[config.mk]
export PLATFORM = sky130hd
export DESIGN_NAME = s36r_ctrl
export DESIGN_NICKNAME = d
export VERILOG_FILES = /design/src/sv/assert_macros.svh /design/src/sv/s36r_pkg.sv /design/src/sv/s36r_ctrl.sv
export SDC_FILE = /design/constraint.sdc
export NUM_CORES = 1
export LEC_CHECK = 0
export BUFFER_PORTS_ARGS = -buffer_cell sky130_fd_sc_hd__buf_2
export CAP_MARGIN = 20
export CORE_AREA = 3 3 40 42
export CTS_BUF_LIST = sky130_fd_sc_hd__clkbuf_8
export DETAILED_ROUTE_END_ITERATION = 16
export DIE_AREA = 0 0 43 45
export PLACE_DENSITY_LB_ADDON = 0.2
export SYNTH_ARGS = -nofsm -noshare
export SYNTH_HDL_FRONTEND = slang
export SYNTH_SLANG_ARGS = --single-unit
[constraint.sdc]
create_clock -name clk -period 1.6 [get_ports clk]
set_clock_uncertainty 0.2 [all_clocks]
set_input_delay 0.48 -clock clk [delete_from_list [all_inputs] [get_ports clk]]
set_output_delay 0.48 -clock clk [all_outputs]
set_load 0.01 [all_outputs]
[src/sv/assert_macros.svh]
// Assertion helpers for the RTL datapath.
`ifndef ASSERT_MACROS_SVH
`define ASSERT_MACROS_SVH
`ifndef SYNTHESIS
`define ASSERT_IMPLIES(label, clk, rst, pre, post) \
  label: assert property (@(posedge clk) disable iff (rst) (pre) |-> (post)) \
    else $error("assertion failed");
`define ASSERT_NEXT(label, clk, rst, pre, post) \
  label: assert property (@(posedge clk) disable iff (rst) (pre) |=> (post)) \
    else $error("assertion failed");
`else
`define ASSERT_IMPLIES(label, clk, rst, pre, post)
`define ASSERT_NEXT(label, clk, rst, pre, post)
`endif
`endif

[src/sv/s36r_pkg.sv]
package s36r_pkg;
  localparam int MaxCols    = 128;
  localparam int KernelTaps = 6;
  localparam int Lines      = KernelTaps - 1;
  localparam int RowLimit   = 128;
  localparam int MinSize    = 6;
  localparam int Norm       = 23104;
  localparam int HalfNorm   = 11552;
  localparam logic [0:0] REG_COLS = 1'b0;
  localparam logic [0:0] REG_ROWS = 1'b1;

  // Weights 3,-18,91,91,-18,3 (products 2-D give /23104).
  function automatic logic signed [7:0] tap(input logic [2:0] k);
    case (k)
      3'd0, 3'd5: tap = 8'sd3;
      3'd1, 3'd4: tap = -8'sd18;
      3'd2, 3'd3: tap = 8'sd91;
      default:    tap = 8'sd0;
    endcase
  endfunction

  typedef struct packed {
    logic load;   // capture sample, shift line stores and window
    logic clear;  // clear accumulator
    logic mac;    // accumulate one window row
    logic finish; // never set by the controller and not read by the datapath
    logic emit;   // rounding and output
  } cmd_t;

  typedef struct packed {
    logic produce; // current sample yields a result
  } sts_t;
endpackage

[src/sv/s36r_ctrl.sv]
module s36r_ctrl (
  input  logic          clk,
  input  logic          rst,
  input  logic          in_valid,
  output logic          in_ready,
  input  logic          out_full,
  input  s36r_pkg::sts_t sts,
  output s36r_pkg::cmd_t cmd
);
  localparam logic [1:0] S_IDLE = 2'd0;
  localparam logic [1:0] S_MAC  = 2'd1;
  localparam logic [1:0] S_EMIT = 2'd2;

  logic [1:0] state, state_next;
  logic [2:0] cnt, cnt_next;

  assign in_ready = (state == S_IDLE);

  always_comb begin
    state_next = state;
    cnt_next   = cnt;
    cmd        = '0;
    case (state)
      S_IDLE: begin
        if (in_valid) begin
          cmd.load = 1'b1;
          if (sts.produce) begin
            cmd.clear  = 1'b1;
            cnt_next   = 3'd0;
            state_next = S_MAC;
          end
        end
      end
      S_MAC: begin
        cmd.mac = 1'b1;
        if (cnt == 3'd5) begin
          state_next = S_EMIT;
        end else begin
          cnt_next = cnt + 3'd1;
        end
      end
      S_EMIT: begin
        if (!out_full) begin
          cmd.emit   = 1'b1;
          state_next = S_IDLE;
        end
      end
      default: state_next = S_IDLE;
    endcase
    cmd.finish = 1'b0;
  end

  always_ff @(posedge clk) begin
    if (rst) begin
      state <= S_IDLE;
      cnt   <= 3'd0;
    end else begin
      state <= state_next;
      cnt   <= cnt_next;
    end
  end
endmodule

======== Word-level counts from Yosys, hierarchy flattened ========
Cells that the tools add are included.
Widths: inputs -> output; s select.
storage, ports and cells
  output and inout port bits .............. 6
  bits of input ports ..................... 5
  bits in registers ....................... 5
  word-level logic and storage cells ...... 30
operators by class
  reduce and logical (&&, ||, !) cells .... 4
  mux-type cells .......................... 15
  $add $sub $neg .......................... 1
  equal/unequal tests ..................... 8
operators with widths
  operator             number
  $mux 2               6
  $mux 3               3
  $ne 2x2->1 const B   4
  $reduce_and 4->1     2
  $pmux 2 s3           1
  $pmux 3 s2           1
  $mux 1               4
  $add 3x1->3 const B  1
  $eq 3x3->1 const B   1
  $eq 2x1->1 const B   1
  $eq 2x2->1 const B   1
  $logic_not 2->1      1
  $ne 2x1->1 const B   1
  $reduce_bool 2->1    1

======== Longest topological paths before layout ========
  depth after elaboration ................. 3
  depth in mapped cells ................... 5
  gate-level depth less buffers ........... 5

======== Least setup slack after synthesis ========
No wires, ideal clock.
  path type ............................... input-to-output
  from .................................... input in_valid
  to ...................................... output cmd[3] in the netlist's numbering
  data arrival time ....................... 0.830 ns
  path slack .............................. 0.090 ns
  path buffers ............................ 0
  stages .................................. 1
  required time ........................... 0.920 ns
  cell sequence ........................... nor4bb_4
between the ends
  cells in the longest elaborated chain, start to end .. 2
RTL lines
  item                RTL line         text
  start: declaration  s36r_ctrl.sv:4   input logic in_valid,
  $mux 2              s36r_ctrl.sv:25  if (in_valid) begin
  $mux 2              s36r_ctrl.sv:23  case (state)
  end: declaration    s36r_ctrl.sv:8   output s36r_pkg::cmd_t cmd
No other way between the ends.

==> out/qor.csv <==
stage,metric,value,unit
run_status,status,"complete, but fails checks",
run_status,violations,negative setup slack,
logic_synthesis,synth.distinct_cells,22,
floorplanning,fp.dieH,45,um
sta,hold_ws,0.311,ns
pwr,peakVddDrop,0.000269,V
pwr,power_frac_clock,0.524,
clock_network,root_buffer,clkbuf_8,
logic_synthesis,synthesis.nets,38,
sta,setup_tns,-0.136,ns
cells_and_area,fillCellCount,138,
global_route,grt_overflow,0,
pwr,power,0.000419,W
worst_hold_path,hold_path_class,register to register,
pwr,p_leak,0.205,nW
cells_and_area,diodes,0,
logic_synthesis,synth_compound_area_frac,0.211,
sta,maxSlewViolCount,0,
clock_network,clk_pin_slew,0.03,ns
logic_synthesis,synth-simple-area-share,0.309,
setup_path,worstSetupPathType,register to primary output,
global_route,antenna_found_initial,0,
floorplanning,core-area,1280,sq um
setup_path,startpoint_type,register,
logic_synthesis,synth_top_family_by_area,simple AND/OR/NAND/NOR gates,
setup_path,crit_arrival,1.03,ns
clock_network,clk_path_buf_depth,2,
clock_network,cts_buffers,3,
floorplanning,top_level_ports,11,
pwr,internal_power,0.000329,W
clock_network,insertion_delay,0.21,ns
pwr,power_frac_comb,0.152,
sta,period_share,1.07,
floorplanning,die_x,43,um
logic_synthesis,syn_avg_cell_area,10.3,sq um
placement,dp_hpwl,480,um
detailed_routing,drcViolationCount,0,
sta,fin_crit,1.71,ns
detailed_routing,ant_nets,0,
logic_synthesis,synth.cell_area,320,sq um
detailed_routing,firstDrtPassIters,4,
sta,setup_viol,3,
setup_path,crit_required,0.92,ns
logic_synthesis,ys_seq_area_frac,0.313,
placement,port_buffers,9,
global_route,grt_pass1_vias,267,
pwr,swShare,0.215,
setup_path,r2r_slack,0.11,ns
logic_synthesis,yosysWarnings,0,
detailed_routing,drt_iter0_drc,3,
sta,hold_viol,0,
cells_and_area,drive_above_1_share,0.511,
setup_path,path_max_fanout,6,
logic_synthesis,synthAdderAreaFrac,0.0781,
floorplanning,rows,13,
logic_synthesis,synth_seq_cells,5,
sta,clock.fmax,586,MHz
floorplanning,die_area,1940,sq um
cells_and_area,area_growth,45.7,%
logic_synthesis,synthMuxAreaShare,0.0313,
pwr,p_seq_frac,0.324,
detailed_routing,avgViaCountPerCell,4.32,
logic_synthesis,synthesis.instances,31,
placement,dp.cells,56,
detailed_routing,wl_per_cell,9.95,um
cells_and_area,fin_cells,62,
placement,place.gp.congestion,0.721,
global_route,grt_usage,0.0674,
clock_network,cts_tree,done,
detailed_routing,totalWireLength,617,um
global_route,grt_max_degree,8,
setup_path,endpoint_kind,primary output,
cells_and_area,final_nets,55,
sta,worst_slack,-0.107,ns
clock_network,cts.sinks,5,
clock_network,cts_htree_levels,1,
global_route,grt_pass1_wl,979,um
pwr,power_density,897,nW/um^2
floorplanning,initial_core_util,0.249,
logic_synthesis,synth-xor-area-share,0,
job,max-cap-violations,0,
pwr,power.switching,0.0000899,W
sta,rsz0062_at_grt,yes,
detailed_routing,vias,268,
==> path summary, 6_finish.rpt <==
kind,end,startpoint,cells past startpoint
worst min register to register,cnt[1],cnt[1],2
worst min-delay path,cnt[1],cnt[1],2
worst max-delay path,cmd[3],state[0],2
worst max register to register,cnt[0],state[1],6
==> cell usage in the layout (no fill, tap or decap) <==
master / instances
a211oi_2: 1
a21o_4: 1
a21oi_1: 1
a31oi_1: 1
and2_1: 1
and2b_1: 1
and3b_1: 1
buf_2: 8
buf_4: 3
buf_6: 2
clkbuf_8: 3
conb_1: 1
dfxtp_1: 3
dfxtp_2: 1
dfxtp_4: 1
ha_1: 2
inv_1: 3
mux2i_1: 1
nand2_1: 1
nand2b_1: 1
nand3_1: 1
nor2_1: 4
nor2b_4: 1
nor3b_1: 1
nor4bb_4: 1
o31ai_2: 1
o32ai_2: 1
==> sequential cells by signal, summed over array words and instances (netlist names) <==
name   flops
cnt        3
state      2
==> final cells by class <==
| type | instances | area [sq um] | area share |
|---|---|---|---|
| clock buffer | 3 | 41.3 | 0.0885 |
| multi-input combinational | 23 | 205 | 0.440 |
| clock inverter | 1 | 3.75 | 0.00804 |
| tap | 15 | 18.8 | 0.0402 |
| inverter | 2 | 7.51 | 0.0161 |
| sequential | 5 | 105 | 0.225 |
| timing repair buffer | 13 | 85.1 | 0.182 |
==> layer usage <==
metal,GRT usage,part of all wire
met1,0.0721,0.45
met4,0.0542,0
met2,0.117,0.51
met3,0.0120,0.039
met5,0,0
==> critical path, cell delays in order, from the launching register on <==
cell,delay (ns)
dfxtp_2,0.34
nor4bb_4,0.29
buf_2,0.17
==> cell families (layout without fill, tap and decap cells) <==
| group | count (synthesis) | count (layout) |
|---|---|---|
| AO/OA/AOI/OAI | 6 | 6 |
| adder cells (fa/ha/maj) | 2 | 2 |
| buffers and inverters | 3 | 19 |
| flip-flops | 5 | 5 |
| multiplexers | 1 | 1 |
| other | 1 | 1 |
| AND/OR/NAND/NOR | 13 | 13 |
==> cell usage after synthesis <==
library cell / count / area (sq um)
a211oi_2: 1 / 12.5
nor4bb_4: 1 / 25.0
dfxtp_1: 5 / 100
nor2b_4: 1 / 13.8
o32ai_2: 1 / 16.3
a31oi_1: 1 / 6.26
and3b_1: 1 / 8.76
conb_1: 1 / 3.75
and2b_1: 1 / 7.51
nand2b_1: 1 / 6.26
a21o_4: 1 / 15.0
nor2_1: 4 / 15.0
nand3_1: 1 / 5.00
o31ai_2: 1 / 12.5
ha_1: 2 / 25.0
and2_1: 1 / 6.26
nor3b_1: 1 / 7.51
mux2i_1: 1 / 10.0
inv_1: 2 / 7.51
buf_4: 1 / 7.51
nand2_1: 1 / 3.75
a21oi_1: 1 / 5.00
==> power by group through the flow <==
stage	Combinational (W)	Clock, W	Sequential [W]
2_1_floorplan	0.0000382	0	0.000137
3_3_place_gp	0.0000557	0	0.000138
3_5_place_dp	0.0000566	0	0.000139
4_1_cts	0.0000620	0.000222	0.000136
5_1_grt	0.0000704	0.000235	0.000136
6_report	0.0000638	0.000219	0.000136
==> timing repair <==
action                                  4_1_cts  5_1_grt
pin swaps                                     0        0
gates resized for setup                       5        0
hold buffers                                  0        0
buffers inserted                              1        1
endpoints found under the setup margin        4        4
==> metrics by stage <==
stage	worst slack, ns	instance area (sq um)	util
final	-0.107	467	0.363
after global routing	-0.176	467	0.363
after CTS	-0.124	459	0.357
after detailed placement	-0.116	392	0.305
after global placement	-0.0936	392	0.305
after floorplan	0.0904	320	-
Power figures use the tool's default switching activity.
